$ cat src/hdl/fnid_queue.sv
// small first-in first-out queue built from registers
module fnid_queue #(
  parameter int DATA_W = 8,
  parameter int DEPTH  = 4
) (
  input  logic              clk,
  input  logic              rst,
  input  logic              push,
  output logic              full,
  input  logic [DATA_W-1:0] din,
  input  logic              pop,
  output logic              empty,
  output logic [DATA_W-1:0] dout
);

  localparam int PW = $clog2(DEPTH);
  localparam int NW = $clog2(DEPTH + 1);

  logic [DATA_W-1:0] slots [DEPTH];
  logic [PW-1:0]     wr_ptr;
  logic [PW-1:0]     rd_ptr;
  logic [NW-1:0]     count;
  logic              do_push;
  logic              do_pop;

  assign full    = (count == NW'(DEPTH));
  assign empty   = (count == '0);
  assign do_push = push && !full;
  assign do_pop  = pop && !empty;
  assign dout    = slots[rd_ptr];

  always_ff @(posedge clk) begin
    if (do_push) begin
      slots[wr_ptr] <= din;
    end
  end

  always_ff @(posedge clk) begin
    if (rst) begin
      wr_ptr <= '0;
      rd_ptr <= '0;
      count  <= '0;
    end else begin
      if (do_push) begin
        wr_ptr <= wr_ptr + PW'(1);
      end
      if (do_pop) begin
        rd_ptr <= rd_ptr + PW'(1);
      end
      if (do_push && !do_pop) begin
        count <= count + NW'(1);
      end else if (do_pop && !do_push) begin
        count <= count - NW'(1);
      end
    end
  end

  assert property (@(posedge clk) disable iff (rst) count <= NW'(DEPTH))
    else $error("queue count beyond depth");

endmodule

$ cat config.mk
export PLATFORM = sky130hd
export DESIGN_NAME = fnid_queue
export DESIGN_NICKNAME = d
export VERILOG_FILES = /design/src/hdl/fnid_queue.sv
export SDC_FILE = /design/constraint.sdc
export NUM_CORES = 1
export LEC_CHECK = 0
export ABC_AREA = 1
export BUFFER_PORTS_ARGS = -buffer_cell sky130_fd_sc_hd__buf_2
export CAP_MARGIN = 40
export CORE_MARGIN = 5
export CORE_UTILIZATION = 30
export DETAILED_ROUTE_END_ITERATION = 8
export PLACE_DENSITY = 0.44
export RECOVER_POWER = 25
export SYNTH_ARGS = -nofsm -noshare
export SYNTH_HDL_FRONTEND = slang
export SYNTH_SLANG_ARGS = --single-unit
$ cat constraint.sdc
create_clock -name clk -period 2.2 [get_ports clk]
set_clock_uncertainty 0.1 [all_clocks]
set_input_delay 0.11 -clock clk [delete_from_list [all_inputs] [get_ports clk]]
set_output_delay 0.11 -clock clk [all_outputs]
set_load 0.05 [all_outputs]
---- Word-level counts from Yosys, hierarchy flattened ----
Memories as Yosys holds them, arrays and structs flattened. A register that Yosys moved wholly into a read port is not among the register bits.
Cells that the tools add are included.
cells by class
  $add $sub $neg .......................... 4
  equal/unequal tests ..................... 1
  mux-type cells .......................... 6
  reductions and logical operators ........ 10
operators by type and width
  cell                                                                count
  3-bit two-way mux                                                   2
  2-bit by 1-bit adder with 2-bit output, second input constant       2
  1-bit logical AND                                                   4
  1-bit zero test                                                     4
  2-bit two-way mux                                                   2
  3-bit by 1-bit adder with 3-bit output, second input constant       1
  3-bit == test, second input constant                                1
  3-bit zero test                                                     1
  3-bit by 1-bit subtractor with 3-bit output, second input constant  1
  1-bit two-way mux                                                   2
  2-bit nonzero test                                                  1
storage, ports and cells
  register bits ........................... 7
  memory bits (writable) .................. 32
  input port bits ......................... 12
  memories ................................ 1
memory list
  memory  words  bits a word  rd ports  clocked after memory_dff  write ports  RTL line  text
  slots   4      8            1         1                         1            19        logic [DATA_W-1:0] slots [DEPTH];

---- Logic depth before layout (Yosys ltp) ----
  depth after elaboration ................. 7
  mapped depth ............................ 13
  mapped depth without buffers ............ 13

---- Worst setup path before layout ----
No wires, ideal clock.
  path type ............................... register to register
  start point ............................. reg count[0]
  end point ............................... reg count[2]
  library setup time ...................... 0.113 ns
  data arrival time ....................... 1.580 ns
  data required time ...................... 1.987 ns
  slack ................................... 0.407 ns
  stages on the path, launching flop included .. 14
  clock period less this slack ............ 1.793 ns
  path through ............................ dfxtp_1 > nor2_1 > nand2_1 > nand2_2 > inv_1 > ha_1 > inv_1 > fa_1 > inv_1 > nand2_1 > nand3_1 > nand2_1 > nand2_1 > nor2_1
on the way
  word-level cells in the longest chain between the ends .. 6
RTL lines
  what                          RTL line  text
  start, declared               22        logic [NW-1:0] count;
  start signal, assigned        51        count <= count + NW'(1);
  start signal, assigned        53        count <= count - NW'(1);
  3-bit == test (*)             26        assign full = (count == NW'(DEPTH));
  1-bit zero test (*)           28        assign do_push = push && !full;
  1-bit logical AND (*)         28
  named net do_push             23        logic do_push;
  1-bit zero test               52        end else if (do_pop && !do_push) begin
  1-bit logical AND             52
  2-bit nonzero test (no line)  -
Mark *: on every way through the listed nets, which the timed path passes. The rest lies on a longest branch. The select of a mux whose other input is x is not followed.
A chain may end at the register's enable or synchronous reset.

---- Worst setup path in the final report ----
  start point ............................. reg count[1]
  end point ............................... reg count[1]
Same word-level chain as after synthesis.

==> results by group <==
Floorplanning
  – Core area: 5470 um2
  – Die Ht: 85.0 um
  – Io pins: 22
  – Starting Density: 30.8%
  – Die area: 7220 um2
  – Die W: 85.0 um
  – FP Rows: 27

Clock tree
  – Clock buffer count from CTS: 5
  – Sink Count: 41
  – Worst-Skew Late Latency: 280 ps
  – CTS tree: yes
  – Clk buf depth: 2
  – CTS clk-pin slew, worst paths: 70 ps
  – Clock Tree Root: clkbuf_8
  – H-Tree Level Count: 2

Place
  – # port buffers: 21
  – Post-Place Cells: 242
  – Dpl hpwl: 2.25 mm
  – Gpl congestion: 0.782
  – Placed Area: 1900 um2

Setup path
  – Slowest cell on crit path: fa_1
  – CP max stage delay: 420 ps
  – Crit-path max FO: 5
  – Crit path kind: flop to flop
  – Crit path max-delay family: adder cells
  – WP buf/inv: 2
  – Critical path data arrival time: 2010 ps
  – Startpoint types: flop
  – Worst EP required: 2280 ps
  – Critical Path, Cell by Cell: nor2_1, nand2_1, nand2_2, inv_1, ha_1, inv_1, fa_1, o21ai_1, nor2_1
  – Crit. End Element: flop

Layout
  – FILL cells: 552
  – Post-Layout Inst Area: 2060 um2
  – Share of cells above drive strength 1: 18.2%
  – Fin util: 37.7%
  – Nets@finish: 204
  – Area delta synth->final: 22.3%
  – Final std cells w/o fill: 259
  – Ant. Diodes: 0

Synth
  – Seq/Total Area, Yosys: 67.7%
  – #FFs+latches synth: 41
  – Syn_nets: 164
  – Gate Count Post-Synth: 146
  – Synthesized area per cell: 11.5 um2
  – Cell variety after synth: 18
  – Syn. warnings: 0
  – Synthesized cell area: 1690 um2

Timing
  – Final setup TNS: 0 ps
  – Fin. Hold Viols: 0
  – Fin crit share: 87.9%
  – RSZ-0062 raised after global routing: false
  – Worst slew pin tran: 423 ps
  – Final Max Slew Viols: 0
  – Slew headroom: 71.7%
  – Final setup fails: 0
  – Peak Freq: 0.517 GHz
  – Fin crit period: 1930 ps

Global routing
  – Tot GR Track Use: 9.54%
  – Antenna violations before repair: 0
  – Pin count of the biggest net entering global routing: 17
  – Number of global-route vias before repair: 1105
  – Global-route wire length before repair: 5.25 mm
  – Overflow after GRT: 0

Power
  – Peak supply drop: 380 uV
  – Cell Pwr Density: 1160 nW/um2
  – Pleak: 0.000802 uW

Drt
  – Via-to-Cell Ratio: 4.38
  – Initial DRC count: 25
  – DRT Wirelength: 3.24 mm
  – # DRC: 0
  – DRT Pass-1 Iters: 4
  – Routed Antenna Nets: 0
  – DR vias: 1134
  – WL/cell: 12.5 um

Hold path
  – HP Class: input pin to flop

Outcome
  – Run status: completed

Run
  – Max-cap violation count: 0
==> placed cells by master (no fill, tap or decap), drive strengths merged <==
| cell type | Yosys | routed |
|---|---|---|
| dlygate4sd3 | 0 | 9 |
| inv | 18 | 18 |
| dfxtp | 9 | 9 |
| nand2 | 15 | 15 |
| buf | 2 | 21 |
| a21oi | 3 | 3 |
| clkbuf | 0 | 13 |
| fa | 1 | 1 |
| xor2 | 1 | 1 |
| nand3b | 1 | 1 |
| o22ai | 8 | 8 |
| ha | 5 | 5 |
| o21ai | 17 | 17 |
| nand3 | 4 | 4 |
| edfxtp | 32 | 32 |
| nor2 | 30 | 30 |
==> worst min-delay path, stage by stage <==
cell	delay (ps)
buf_2	110
nand3b_1	80
nand2_1	60
nor2_1	30
==> sequential cells by signal, summed over array words and instances, names as in the netlist, named ones only <==
register	flops
wr_ptr	2
rd_ptr	2
slots	32
count	3
==> area by class of cell <==
| class | count | area [um2] | area share [%] |
|---|---|---|---|
| Sequential cell | 41 | 1140 | 55.5 |
| Multi-Input combinational cell | 85 | 454 | 22.0 |
| Timing Repair Buffer | 35 | 226 | 11.0 |
| Tap cell | 72 | 90.1 | 4.37 |
| Clock buffer | 8 | 80.1 | 3.88 |
| Inverter | 18 | 67.6 | 3.28 |
==> metrics by stage <==
| stage | setup slack [ps] | hold slack [ps] | total power, uW |
|---|---|---|---|
| 2_1_floorplan | 407 | 79.1 | 1740 |
| 3_3_place_gp | 315 | 225 | 1940 |
| 3_5_place_dp | 235 | 231 | 1960 |
| 4_1_cts | 212 | 28.4 | 2430 |
| 5_1_grt | 64.2 | 50.1 | 2560 |
| 6_report | 267 | 41.4 | 2400 |
==> Yosys cell counts, drive strengths merged <==
cell type  instances  area [um2]
edfxtp            32         961
nor2              30         113
inv               18        67.6
o21ai             17        96.3
nand2             15        61.3
dfxtp              9         180
o22ai              8        50.1
ha                 5        62.6
nand3              4        20.0
a21oi              3        15.0
buf                2        22.5
fa                 1        20.0
nand3b             1        7.51
xor2               1        8.76
==> where the power goes <==
group	internal [uW]	switching (uW)	total, uW
registers	954	78.6	1030
logic	254	663	917
clock network	225	226	451
==> path summary, 6_finish.rpt <==
| check | from | end | slack [ps] | cells past startpoint |
|---|---|---|---|---|
| max | count[1] | count[1] | 270 | 9 |
| min | push | wr_ptr[1] | 40 | 4 |
| max reg2reg | count[1] | count[1] | 270 | 9 |
| min reg2reg | rd_ptr[0] | rd_ptr[0] | 410 | 2 |
==> cells by family after synthesis <==
| kind of cell | Yosys count | synth area share, % |
|---|---|---|
| flip-flops | 41 | 67.7 |
| AO/OA/AOI/OAI | 28 | 9.58 |
| adder cells (fa/ha/maj) | 6 | 4.90 |
| buffers and inverters | 20 | 5.34 |
| XOR/XNOR | 1 | 0.520 |
| AND/OR/NAND/NOR | 50 | 12.0 |
==> metal layers <==
metal,GRT usage [%],wire length (um),up-vias
met5,0,0,-
met4,4.46,59,0
met3,3.69,137,6
met2,16.1,1590,15
met1,10.5,1460,539
li1,-,-,574
==> timing repair <==
item	CTS	global route
setup buffers	0	0
hold buffers	9	0
gates resized for setup	0	3
endpoints found under the setup margin	0	2
endpoints found under the hold margin	37	0
No activity file was read; power rests on OpenSTA's default activity.
