--- config.mk ---
export PLATFORM = sky130hd
export DESIGN_NAME = fnid_front
export DESIGN_NICKNAME = d
export VERILOG_FILES = /design/src/hdl/fnid_pkg.sv /design/src/hdl/fnid_front.sv
export SDC_FILE = /design/constraint.sdc
export NUM_CORES = 1
export LEC_CHECK = 0
export BUFFER_PORTS_ARGS = -buffer_cell sky130_fd_sc_hd__buf_2
export CAP_MARGIN = 20
export CORE_ASPECT_RATIO = 1.1
export CORE_MARGIN = 5
export CORE_UTILIZATION = 51
export CTS_CLUSTER_SIZE = 16
export DETAILED_ROUTE_END_ITERATION = 6
export PLACE_DENSITY = 0.79
export SETUP_SLACK_MARGIN = 0.2
export SLEW_MARGIN = 40
export SYNTH_ARGS = -nofsm -noshare
export SYNTH_HDL_FRONTEND = slang
export SYNTH_SLANG_ARGS = --single-unit
--- constraint.sdc ---
create_clock -name clk -period 3.4 [get_ports clk]
set_clock_uncertainty 0.1 [all_clocks]
set_input_delay 0.17 -clock clk [delete_from_list [all_inputs] [get_ports clk]]
set_output_delay 0.17 -clock clk [all_outputs]
set_load 0.1 [all_outputs]
--- src/hdl/fnid_pkg.sv ---
// shared constants and types of the four-neighbour impulse denoise filter
package fnid_pkg;

  localparam int DEF_MAX_WIDTH  = 1024;
  localparam int DEF_PIXEL_BITS = 8;
  localparam int DEF_MAX_HEIGHT = 4096;

  localparam int CFG_INDEX_W    = 2;
  localparam int CFG_DATA_W     = 13;
  localparam int IMAGE_WIDTH_W  = 11;
  localparam int IMAGE_HEIGHT_W = 13;
  localparam int THRESH_W       = 8;
  localparam int OUT_PIX_W      = 8;

  localparam logic [CFG_INDEX_W-1:0] REG_IMAGE_WIDTH    = 2'd0;
  localparam logic [CFG_INDEX_W-1:0] REG_IMAGE_HEIGHT   = 2'd1;
  localparam logic [CFG_INDEX_W-1:0] REG_DIFF_THRESHOLD = 2'd2;

  localparam logic [IMAGE_WIDTH_W-1:0]  IMAGE_WIDTH_RESET  = 11'd30;
  localparam logic [IMAGE_HEIGHT_W-1:0] IMAGE_HEIGHT_RESET = 13'd20;
  localparam logic [THRESH_W-1:0]       THRESH_RESET       = 8'd1;

  localparam int MID_DEPTH = 4;
  localparam int OUT_DEPTH = 4;

  // position class of one pixel, decided when it is taken in
  typedef struct packed {
    logic has_up;      // row >= 2
    logic has_left;    // column >= 1
    logic has_left2;   // column >= 2
    logic has_right;   // not the last column
    logic emit_above;  // row >= 1: pixel of the row above is finished
    logic emit_left;   // bottom row, column >= 1
    logic emit_end;    // bottom row, last column
  } fnid_flags_t;

  localparam int FLAGS_W = $bits(fnid_flags_t);

endpackage

--- src/hdl/fnid_front.sv ---
// front end: configuration registers, raster position and per-pixel classification
module fnid_front #(
  parameter int MAX_WIDTH  = 1024,
  parameter int MAX_HEIGHT = 4096,
  parameter int PIXEL_BITS = 8
) (
  input  logic                                clk,
  input  logic                                rst,
  input  logic                                cfg_write,
  input  logic [fnid_pkg::CFG_INDEX_W-1:0]    cfg_index,
  input  logic [fnid_pkg::CFG_DATA_W-1:0]     cfg_data,
  input  logic                                push,
  output logic                                full,
  input  logic [PIXEL_BITS-1:0]               pixel_in,
  output logic                                q_push,
  input  logic                                q_full,
  output logic [PIXEL_BITS-1:0]               q_pix,
  output logic [$clog2(MAX_WIDTH)-1:0]        q_col,
  output fnid_pkg::fnid_flags_t               q_flags,
  output logic [fnid_pkg::THRESH_W-1:0]       diff_threshold
);
  import fnid_pkg::*;

  localparam int CW = $clog2(MAX_WIDTH);
  localparam int WW = $clog2(MAX_WIDTH + 1);
  localparam int RW = $clog2(MAX_HEIGHT);
  localparam int HW = $clog2(MAX_HEIGHT + 1);
  localparam logic [WW-1:0] W_MAX = WW'(MAX_WIDTH);
  localparam logic [HW-1:0] H_MAX = HW'(MAX_HEIGHT);

  logic [IMAGE_WIDTH_W-1:0]  image_width;
  logic [IMAGE_HEIGHT_W-1:0] image_height;
  logic [CW-1:0]             col;
  logic [RW-1:0]             row;
  logic [WW-1:0]             eff_w;
  logic [HW-1:0]             eff_h;
  logic [WW-1:0]             col_p1;
  logic [HW-1:0]             row_p1;
  logic                      last_col;
  logic                      last_row;
  logic                      accept;
  logic                      cfg_hit;

  // out-of-range sizes act as the nearest legal size
  always_comb begin
    if (image_width < IMAGE_WIDTH_W'(2)) begin
      eff_w = WW'(2);
    end else if (int'(image_width) > MAX_WIDTH) begin
      eff_w = W_MAX;
    end else begin
      eff_w = WW'(image_width);
    end
    if (image_height < IMAGE_HEIGHT_W'(2)) begin
      eff_h = HW'(2);
    end else if (int'(image_height) > MAX_HEIGHT) begin
      eff_h = H_MAX;
    end else begin
      eff_h = HW'(image_height);
    end
  end

  always_comb begin
    case (cfg_index)
      REG_IMAGE_WIDTH:    cfg_hit = cfg_write;
      REG_IMAGE_HEIGHT:   cfg_hit = cfg_write;
      REG_DIFF_THRESHOLD: cfg_hit = cfg_write;
      default:            cfg_hit = 1'b0;
    endcase
  end

  assign col_p1   = WW'(col) + WW'(1);
  assign row_p1   = HW'(row) + HW'(1);
  assign last_col = (col_p1 == eff_w);
  assign last_row = (row_p1 == eff_h);

  assign accept = push && !q_full;
  assign full   = q_full;
  assign q_push = accept;
  assign q_pix  = pixel_in;
  assign q_col  = col;

  always_comb begin
    q_flags.has_up     = (row != '0) && (row != RW'(1));
    q_flags.has_left   = (col != '0);
    q_flags.has_left2  = (col != '0) && (col != CW'(1));
    q_flags.has_right  = !last_col;
    q_flags.emit_above = (row != '0);
    q_flags.emit_left  = last_row && (col != '0);
    q_flags.emit_end   = last_row && last_col;
  end

  always_ff @(posedge clk) begin
    if (rst) begin
      image_width    <= IMAGE_WIDTH_RESET;
      image_height   <= IMAGE_HEIGHT_RESET;
      diff_threshold <= THRESH_RESET;
      col            <= '0;
      row            <= '0;
    end else if (cfg_hit) begin
      // a write to any of the three defined registers restarts the frame
      col <= '0;
      row <= '0;
      case (cfg_index)
        REG_IMAGE_WIDTH:    image_width    <= cfg_data[IMAGE_WIDTH_W-1:0];
        REG_IMAGE_HEIGHT:   image_height   <= cfg_data[IMAGE_HEIGHT_W-1:0];
        REG_DIFF_THRESHOLD: diff_threshold <= cfg_data[THRESH_W-1:0];
        default: ;
      endcase
    end else if (accept) begin
      if (last_col) begin
        col <= '0;
        row <= last_row ? '0 : RW'(row_p1);
      end else begin
        col <= CW'(col_p1);
      end
    end
  end

  assert property (@(posedge clk) disable iff (rst)
    (WW'(col) < eff_w) && (HW'(row) < eff_h))
    else $error("raster position outside the frame");

endmodule

# After elaboration in Yosys (flattened, before gate mapping)
# Cells that the tools add are included.
[classes]
n_addsub = 2
magnitude_cmp = 4
n_eq_ne = 6
mux = 7
reduce_logical = 16
[ops]
columns = ["cell", "count"]
rows = [
  ["13-bit two-way mux", 2],
  ["11-bit two-way mux", 2],
  ["12-bit by 1-bit adder with 13-bit output (second input constant)", 1],
  ["13-bit == test", 1],
  ["13-bit > comparator (second input constant)", 1],
  ["13-bit by 2-bit less-than comparator with 1-bit output (second input constant)", 1],
  ["12-bit two-way mux", 1],
  ["12-bit by 1-bit != test with 1-bit output (second input constant)", 1],
  ["12-bit nonzero test", 1],
  ["10-bit by 1-bit adder with 11-bit output (second input constant)", 1],
  ["11-bit == test", 1],
  ["11-bit > comparator (second input constant)", 1],
  ["11-bit by 2-bit less-than comparator with 1-bit output (second input constant)", 1],
  ["10-bit two-way mux", 1],
  ["10-bit by 1-bit != test with 1-bit output (second input constant)", 1],
  ["10-bit nonzero test", 1],
  ["2-bit AND reduction", 4],
  ["1-bit logical AND", 5],
  ["3-bit OR reduction", 1],
  ["2-bit by 1-bit == test with 1-bit output (second input constant)", 1],
  ["2-bit == test (second input constant)", 1],
  ["1-bit logical NOT", 2],
  ["2-bit logical NOT", 1],
  ["2-bit OR reduction", 1],
  ["1-bit two-way mux", 1],
]
[totals]
ff_bits = 54
in_bits = 28
out_inout_bits = 35
elab_cells = 40

# Depth between registers and ports, before layout
# Gate-level depths: netlist of the first run.
[depth]
depth_word = 5
depth_mapped = 11
ltp_nobuf = 9

# Worst setup path after synthesis of the first run
# OpenSTA, ideal clock, no wires.
[synth_path]
path_kind = "register to output"
start = "reg col[0] (netlist: q_col[0])"
end = "out q_flags[0] in the netlist's numbering"
t_arrival_ns = 5.296
required_ns = 3.130
slack_ns = -2.166
path_stages_with_launch = 11
n_path_buf = 2
path_cell_list = "dfxtp_1 clkbuf_1 inv_1 ha_1 or4b_1 o21a_1 a311o_1 nor4_2 nand3_2 buf_1 nor2_1"
[synth_rtl]
columns = ["element", "line", "source"]
rows = [
  ["start: declaration", "fnid_front.sv:33", "logic [CW-1:0] col;"],
  ["start signal: assignment", "fnid_front.sv:114", "col <= CW'(col_p1);"],
  ["end: declaration", "fnid_front.sv:19", "output fnid_pkg::fnid_flags_t q_flags,"],
]

==> out/qor.csv, run 1 <==
stage,metric,value,unit
run_status,status,"finished, final reports clean",
hold_path,min-delay-start,cfg_data[8],
place,dpl.hpwl,6.45,mm
critical_path,crit_path_frequent_cell,buf_12,
synthesis,syn_area,3480,um^2
timing,fin_crit_sh,0.927,
global_routing,met1_usage,0.292,
synthesis,ys_seq_area_frac,0.310,
critical_path,r2r-end,q_col[6]$_SDFFE_PP0P_,
global_routing,overflow,0,
synthesis,syn_nets,501,
critical_path,crit_type,reg2out,
drt,routed_via_density,5.94,
drt,drt_iter0_drc,302,
clock_network,htreeDepth,2,
place,portBuffers,46,
run,maxCapViolCount,0,
synthesis,synth-edff-count,0,
synthesis,ys_types,65,
hold_path,hp-class,in2reg,
final_layout,diodes,0,
clock_network,cts_buffer_depth,2,
clock_network,cts_buffers,5,
global_routing,grt_pass1_vias,3072,
critical_path,cp_top_family,simple AND/OR/NAND/NOR gates,
pwr,p_leak,1.56,nW
synthesis,syn_area_per_cell,7.46,um^2
pwr,seqPwrFrac,0.529,
timing,slew-limit-headroom,0.564,
pwr,power_switching_share,0.299,
timing,fin_tns_setup,0,ns
drt,drc,0,
critical_path,crit_required,3.13,ns
hold_path,min_to,image_height[8]$_SDFFE_PP0P_,
final_layout,drive_above_1_share,0.234,
clock_network,clk_latency,0.32,ns
synthesis,ys.flop_type,dfxtp_1,
timing,finalHoldViolations,0,
place,post-place-ws,0.0504,ns
floorplanning,die_w,88.8,um
final_layout,final_core_util,0.629,
place,place.gp.congestion,0.884,
global_routing,grt_start_max_net_pins,34,
clock_network,cts.clk_slew.worst_paths,0.10,ns
timing,setup-violations-final,0,
pwr,combPwrFrac,0.152,
global_routing,met3_usage,0.0272,
drt,num_vias,3510,
floorplanning,top_level_ports,63,
global_routing,top_usage_layer,met2,
clock_network,cts_sinks,54,
pwr,vdd_drop_max,233,uV
global_routing,grt_pass1_wl,14.9,mm
critical_path,cp-end-kind,output pin,
drt,wl_per_cell,15.6,um
floorplanning,start_util,0.525,
critical_path,crit_chain,inv_4 > ha_4 > or4b_4 > o21a_1 > a311o_1 > nor4_4 > nand3_2 > buf_12 > nor2_4 > buf_12,
timing,fin_hold_ws,0.00993,ns
timing,final.min_clock_period,3.15,ns
global_routing,grt_usage,0.210,
synthesis,synth_seq_cells,54,
pwr,internal_power,0.877,mW
pwr,total_power,1.25,mW
drt,ant_nets,0,
critical_path,critPathArrivalTime,2.88,ns
hold_path,holdPathStages,3,
drt,first_pass_iters,5,
timing,slew_violations,0,
final_layout,area_growth,19.7,%
critical_path,timing.critical_path.buf_inv,3,
synthesis,syn_inst,467,
floorplanning,die_area,8590,um^2
floorplanning,die_h,96.7,um
critical_path,r2r_setup_slack,0.30,ns
synthesis,yosys_warnings,0,
critical_path,rr_worst_depth,13,
pwr,pwr-share-clk,0.319,
final_layout,layout.nets,542,
critical_path,crit_path_max_incr_delay,0.48,ns
drt,drt-total-wl,9.19,mm
clock_network,root_buffer,clkbuf_8,
global_routing,antenna_found_initial,0,
global_routing,grt_use_met2,0.339,
floorplanning,core_area,6630,um^2
clock_network,tritoncts,built,
timing,setup_slack,0.248,ns
pwr,p_switching,0.373,mW
floorplanning,rows,31,
critical_path,crit_fanout,5,
pwr,powerDensity,300,nW/um^2
timing,rsz0062_at_grt,true,
timing,tightest_slew,0.655,ns
critical_path,slowest_stage,or4b_4,
synthesis,synthArstFlopShare,0,
critical_path,start_kind,register,
timing,fmax,317,MHz
critical_path,worstReg2RegStart,q_col[0]$_SDFFE_PP0P_,
==> kinds of logic (layout without fill, tap and decap cells) <==
kind of cell,Yosys count,after routing,synth area share
buffers and inverters,54,96,0.0704
xor gates and xnor gates,21,21,0.0528
AOI/OAI and AO/OA,104,104,0.194
adders and majority gates,6,6,0.0215
DFF,54,54,0.310
and+or+nand+nor,219,219,0.325
muxes,9,9,0.0262
==> synth_stat cells, types with 4 or more instances <==
cell type	number	area share
a21oi_1	33	0.047
a22oi_1	4	0.0086
a31oi_1	9	0.016
buf_4	9	0.019
clkbuf_1	27	0.029
dfxtp_1	54	0.31
ha_1	6	0.022
inv_1	14	0.015
mux2i_1	8	0.023
nand2_1	78	0.084
nand2b_1	7	0.013
nand3_1	23	0.033
nand3b_1	10	0.022
nand4_1	7	0.013
nor2_1	29	0.031
nor2b_1	8	0.014
nor3_1	11	0.016
nor3b_1	4	0.0086
nor4_1	13	0.023
o211ai_1	6	0.013
o21a_1	4	0.0086
o21ai_0	7	0.010
o21ai_1	12	0.017
o22ai_1	4	0.0072
or4_1	5	0.011
xnor2_1	13	0.033
xor2_1	8	0.020
==> stage by stage <==
step,instances,area [um^2]
2_1_floorplan,467,3560
3_3_place_gp,563,3770
3_5_place_dp,563,3770
4_1_cts,578,3980
5_1_grt,591,4170
6_report,591,4170
==> metal layers <==
layer	vias up	wire length (um)
met5	-	0
met2	118	4350
met4	0	118
li1	1744	-
met3	11	509
met1	1637	4210
==> tightest hold or removal path, stage by stage <==
cell,delay (ns)
buf_2,0.11
nand2_1,0.05
a21oi_1,0.05
==> cell usage in the layout, fill, tap and decap left out, types with 6 or more instances in the layout <==
master,instances
nor4_1,10
nand4_1,7
clkbuf_8,6
o21ai_0,6
mux2i_1,8
inv_1,12
a31oi_1,9
buf_2,43
o211ai_1,6
nand3b_1,10
nor3_1,11
dfxtp_1,39
buf_4,21
nand2_1,77
dlygate4sd3_1,6
nor2b_1,8
xnor2_1,13
nor2_1,27
a21oi_1,32
dfxtp_2,10
o21ai_1,13
nand3_1,23
xor2_1,7
nand2b_1,7
==> power by group through the flow <==
stage	clock [mW]	sequential (mW)	combinational, mW
detailed placement	0	0.679	0.173
CTS	0.408	0.664	0.181
finish	0.398	0.662	0.190
global route	0.430	0.665	0.204
global placement	0	0.677	0.170
floorplan	0	0.701	0.149
==> sequential cells by signal (all words and copies together), names as in the netlist <==
signal,flops
image_height,13
row,12
image_width,11
q_col,10
diff_threshold,8
==> worst max path at each step <==
stage                          end  slack (ns)  cells after the start                   from
5_1_grt        row[5]$_SDFFE_PP0P_        0.10                     11    row[0]$_SDFFE_PP0P_
2_1_floorplan           q_flags[0]        0.08                     10  q_col[0]$_SDFFE_PP0P_
3_5_place_dp            q_flags[1]        0.05                     10    row[0]$_SDFFE_PP0P_
6_report                q_flags[0]        0.25                     10  q_col[0]$_SDFFE_PP0P_
3_3_place_gp            q_flags[1]        0.19                     10    row[0]$_SDFFE_PP0P_
4_1_cts                 q_flags[1]        0.19                     10    row[0]$_SDFFE_PP0P_
==> area by class of cell <==
cell class | count | area, um^2
Clock inverter | 2 | 15.0
Tap cell | 82 | 103
Multi-Input combinational cell | 359 | 2290
Timing Repair Buffer | 74 | 513
Sequential cell | 54 | 1110
Inverter | 14 | 55.1
Clock buffer | 6 | 82.6
Fill cell | 573 | 2460
==> repair_timing <==
action,4_1_cts,5_1_grt
endpoints found under the hold margin,8,0
pin swaps,1,3
endpoints found under the setup margin,15,13
resized for setup,10,21
hold buffers,6,0
buffers inserted,1,13
(Power assumes the default switching activity.)
==> inputs of run 2 (changes only) <==
--- a/config.mk
+++ b/config.mk
@@ -5,12 +5,12 @@
 export SDC_FILE = /design/constraint.sdc
 export NUM_CORES = 1
 export LEC_CHECK = 0
+export ABC_AREA = 1
 export BUFFER_PORTS_ARGS = -buffer_cell sky130_fd_sc_hd__buf_2
 export CAP_MARGIN = 20
 export CORE_ASPECT_RATIO = 1.1
 export CORE_MARGIN = 5
 export CORE_UTILIZATION = 51
-export CTS_CLUSTER_SIZE = 16
 export DETAILED_ROUTE_END_ITERATION = 6
 export PLACE_DENSITY = 0.79
 export SETUP_SLACK_MARGIN = 0.2
==> run 2 against run 1 <==
Register-to-register slack improved by 0.63 ns; clock-buffer cell count fell by 1; die area fell by 2.0%; combinational power rose by 11%; core utilization fell by 6.1 points; critical path depth rose by 3; fmax rose by 7.5%.
==> out/qor.csv, run 2 <==
stage,metric,value,unit,change
clock_network,htreeDepth,2,,unchanged
clock_network,postCtsSetupBuffers,0,,was 1
global_routing,grt_usage,0.228,,was 0.210
final_layout,final_core_util,0.568,,was 0.629
hold_path,hp-class,in2reg,,unchanged
drt,drt_iter0_drc,216,,was 302
floorplanning,core_area,6560,um^2,was 6630 um^2
synthesis,ys_types,29,,was 65
critical_path,start_kind,register,,unchanged
synthesis,yosysMostFrequentCell,nand2_1,,unchanged
final_layout,diodes,0,,unchanged
place,post-place-ws,0.684,ns,was 0.0504 ns
clock_network,root_buffer,clkbuf_8,,unchanged
floorplanning,top_level_ports,63,,unchanged
timing,finalHoldViolations,0,,unchanged
timing,setup_slack,0.467,ns,was 0.248 ns
critical_path,crit_chain,ha_1 > nand2_1 > inv_1 > nand2_1 > xor2_1 > inv_1 > nand3_1 > nand4_1 > nor2_2 > nand2_1 > buf_4 > nor2_2 > buf_4,,was inv_4 > ha_4 > or4b_4 > o21a_1 > a311o_1 > nor4_4 > nand3_2 > buf_12 > nor2_4 > buf_12
pwr,seqPwrFrac,0.534,,was 0.529
synthesis,ys_seq_area_frac,0.317,,was 0.310
synthesis,synth-edff-count,0,,unchanged
final_layout,layout.nets,633,,was 542
final_layout,top_register,image_height,,unchanged
critical_path,critPathArrivalTime,2.66,ns,was 2.88 ns
drt,num_vias,3662,,was 3510
pwr,internal_power,0.856,mW,was 0.877 mW
pwr,combPwrFrac,0.167,,was 0.152
critical_path,crit_path_max_incr_delay,0.46,ns,was 0.48 ns
timing,slew_violations,0,,unchanged
synthesis,yosys.area.top_type_share,0.317,,was 0.310
global_routing,grt_pass1_wl,15.4,mm,was 14.9 mm
floorplanning,die_area,8420,um^2,was 8590 um^2
pwr,power_switching_share,0.320,,was 0.299
drt,wl_per_cell,13.2,um,was 15.6 um
floorplanning,die_h,95.7,um,was 96.7 um
pwr,pwr-share-clk,0.299,,was 0.319
timing,fin_crit_sh,0.863,,was 0.927
global_routing,grt_pass1_vias,3307,,was 3072
synthesis,synth_commonest_cells,"174 x nand2_1, 89 x nor2_1, 55 x inv_1, 55 x nand3_1, 54 x dfxtp_1",,"was 78 x nand2_1, 54 x dfxtp_1, 33 x a21oi_1, 29 x nor2_1, 27 x clkbuf_1"
pwr,powerDensity,338,nW/um^2,was 300 nW/um^2
global_routing,overflow,0,,unchanged
timing,rsz0062_at_grt,false,,was true
clock_network,cts_buffers,5,,unchanged
drt,first_pass_iters,5,,unchanged
clock_network,cts.clk_slew.worst_paths,0.11,ns,was 0.10 ns
synthesis,syn_inst,565,,was 467
final_layout,final_cell_mix,"174 x nand2_1, 87 x nor2_1, 55 x inv_1, 55 x nand3_1, 53 x dfxtp_1",,"was 77 x nand2_1, 43 x buf_2, 39 x dfxtp_1"
synthesis,synth_top_cell_by_area,dfxtp_1,,unchanged
run,maxCapViolCount,0,,unchanged
floorplanning,die_w,87.9,um,was 88.8 um
clock_network,cts_sinks,54,,unchanged
final_layout,area_growth,9.29,%,was 19.7%
drt,routed_via_density,5.38,,was 5.94
critical_path,crit_path_frequent_cell,nand2_1,,was buf_12
critical_path,cp_top_family,simple AND/OR/NAND/NOR gates,,unchanged
synthesis,synth_seq_cells,54,,unchanged
clock_network,ctsResizeCount,0,,was 10
final_layout,drive_above_1_share,0.120,,was 0.234
final_layout,top_regs,"image_height x13, row x12, image_width x11",,unchanged
final_layout,largest_reg_flops,13,,unchanged
clock_network,clk_latency,0.32,ns,about the same
synthesis,syn_area,3410,um^2,was 3480 um^2
critical_path,crit_required,3.13,ns,about the same
timing,slew-limit-headroom,0.504,,was 0.564
floorplanning,rows,31,,unchanged
floorplanning,start_util,0.520,,was 0.525
synthesis,ys.flop_type,dfxtp_1,,unchanged
place,dpl.hpwl,6.98,mm,was 6.45 mm
synthesis,yosys_warnings,0,,unchanged
synthesis,syn_area_per_cell,6.03,um^2,was 7.46 um^2
final_layout,layout_commonest_cell,nand2_1,,unchanged
timing,setup-violations-final,0,,unchanged
synthesis,synthTopCellsByArea,"dfxtp_1 32%, nand2_1 19%, nor2_1 9.8%, nand3_1 8.1%, inv_1 6.1%",,"was dfxtp_1 31%, nand2_1 8.4%, a21oi_1 4.7%, nand3_1 3.3%, xnor2_1 3.3%"
drt,drc,0,,unchanged
timing,final.min_clock_period,2.93,ns,was 3.15 ns
final_layout,postLayoutCellArea,3720,um^2,was 4170 um^2
timing,tightest_slew,0.743,ns,was 0.655 ns
run_status,status,"finished, final reports clean",,unchanged
clock_network,cts_buffer_depth,2,,unchanged
drt,drt-total-wl,9.01,mm,was 9.19 mm
drt,ant_nets,0,,unchanged
timing,fmax,341,MHz,was 317 MHz
critical_path,crit_type,reg2out,,unchanged
place,portBuffers,46,,unchanged
clock_network,holdBufCountCts,0,,was 6
critical_path,slowest_stage,dfxtp_1,,was or4b_4
critical_path,cp-end-kind,output pin,,unchanged
global_routing,grt_start_max_net_pins,33,,was 34
synthesis,syn_nets,599,,was 501
place,dpl_cell_area,3630,um^2,was 3770 um^2
global_routing,antenna_found_initial,0,,unchanged
pwr,p_leak,1.87,nW,was 1.56 nW
place,place.gp.congestion,0.905,,was 0.884
synthesis,synthArstFlopShare,0,,unchanged
critical_path,timing.critical_path.buf_inv,4,,was 3
critical_path,crit_fanout,12,,was 5
clock_network,tritoncts,built,,unchanged
pwr,vdd_drop_max,258,uV,was 233 uV
pwr,p_switching,0.402,mW,was 0.373 mW
-- run 2: cell types whose count changed in the layout (fill, tap and decap cells not counted), sizes merged, moves of 13 or more --
cell,change
inv,+42
buf,-19
nand3,+33
nor2,+65
nand2,+100
o21ai,+13
-- run 2: kinds of logic (layout without fill, tap and decap cells) --
| family | count (synthesis) | in the layout | synth area share |
|---|---|---|---|
| AND/OR/NAND/NOR | 355 | 355 | 0.443 |
| buffers and inverters | 80 | 114 | 0.107 |
| flip-flops | 54 | 54 | 0.317 |
| adder cells (fa/ha/maj) | 6 | 6 | 0.0220 |
| AO/OA/AOI/OAI | 63 | 63 | 0.0925 |
| XOR/XNOR | 7 | 7 | 0.0180 |
-- run 2: area by class of cell --
type	count	area, um^2
Inverter	58	218
Timing Repair Buffer	49	258
Tap cell	82	103
Clock buffer	5	68.8
Sequential cell	54	1080
Multi-Input combinational cell	431	1980
Clock inverter	2	17.5
Fill cell	656	2830
-- run 2: power by group through the flow --
| stage | sequential, mW | clock (mW) | combinational, mW |
|---|---|---|---|
| final | 0.672 | 0.376 | 0.210 |
| after global routing | 0.676 | 0.403 | 0.234 |
| after CTS | 0.672 | 0.385 | 0.210 |
| after detailed placement | 0.686 | 0 | 0.209 |
| after global placement | 0.685 | 0 | 0.206 |
| after floorplan | 0.721 | 0 | 0.169 |
-- run 2: metrics by stage --
stage / hold slack (ns) / setup TNS [ns] / total power [mW] / cells
after global routing: 0.0218 / 0 / 1.31 / 681
after CTS: 0.00789 / 0 / 1.27 / 681
final: 0.0118 / 0 / 1.26 / 681
after global placement: 0.241 / 0 / 0.891 / 674
after detailed placement: 0.241 / 0 / 0.895 / 674
after floorplan: 0.196 / -0.334 / 0.890 / 565
-- run 2: worst min-delay path, stage by stage --
cell and delay, ns:
buf_2 0.11, nand2_1 0.06, nand3_1 0.07
-- run 2: path summary, 6_finish.rpt --
| kind | startpoint | slack, ns | cells after the start | endpoint |
|---|---|---|---|---|
| worst min-delay path | cfg_data[1] | 0.01 | 3 | image_width[1]$_SDFFE_PP1P_ |
| worst min register to register | diff_threshold[0]$_SDFFE_PP1P_ | 0.37 | 2 | diff_threshold[0]$_SDFFE_PP1P_ |
| worst max-delay path | q_col[0]$_SDFFE_PP0P_ | 0.47 | 13 | q_flags[0] |
| worst max register to register | q_col[0]$_SDFFE_PP0P_ | 0.93 | 12 | row[3]$_SDFFE_PP0P_ |
-- run 2: routing by layer --
metal / wire (um) / share of wire / GRT usage
met1: 4150 / 0.46 / 0.311
met2: 4020 / 0.45 / 0.369
met3: 675 / 0.075 / 0.0342
met4: 167 / 0.019 / 0.0716
met5: 0 / 0 / 0
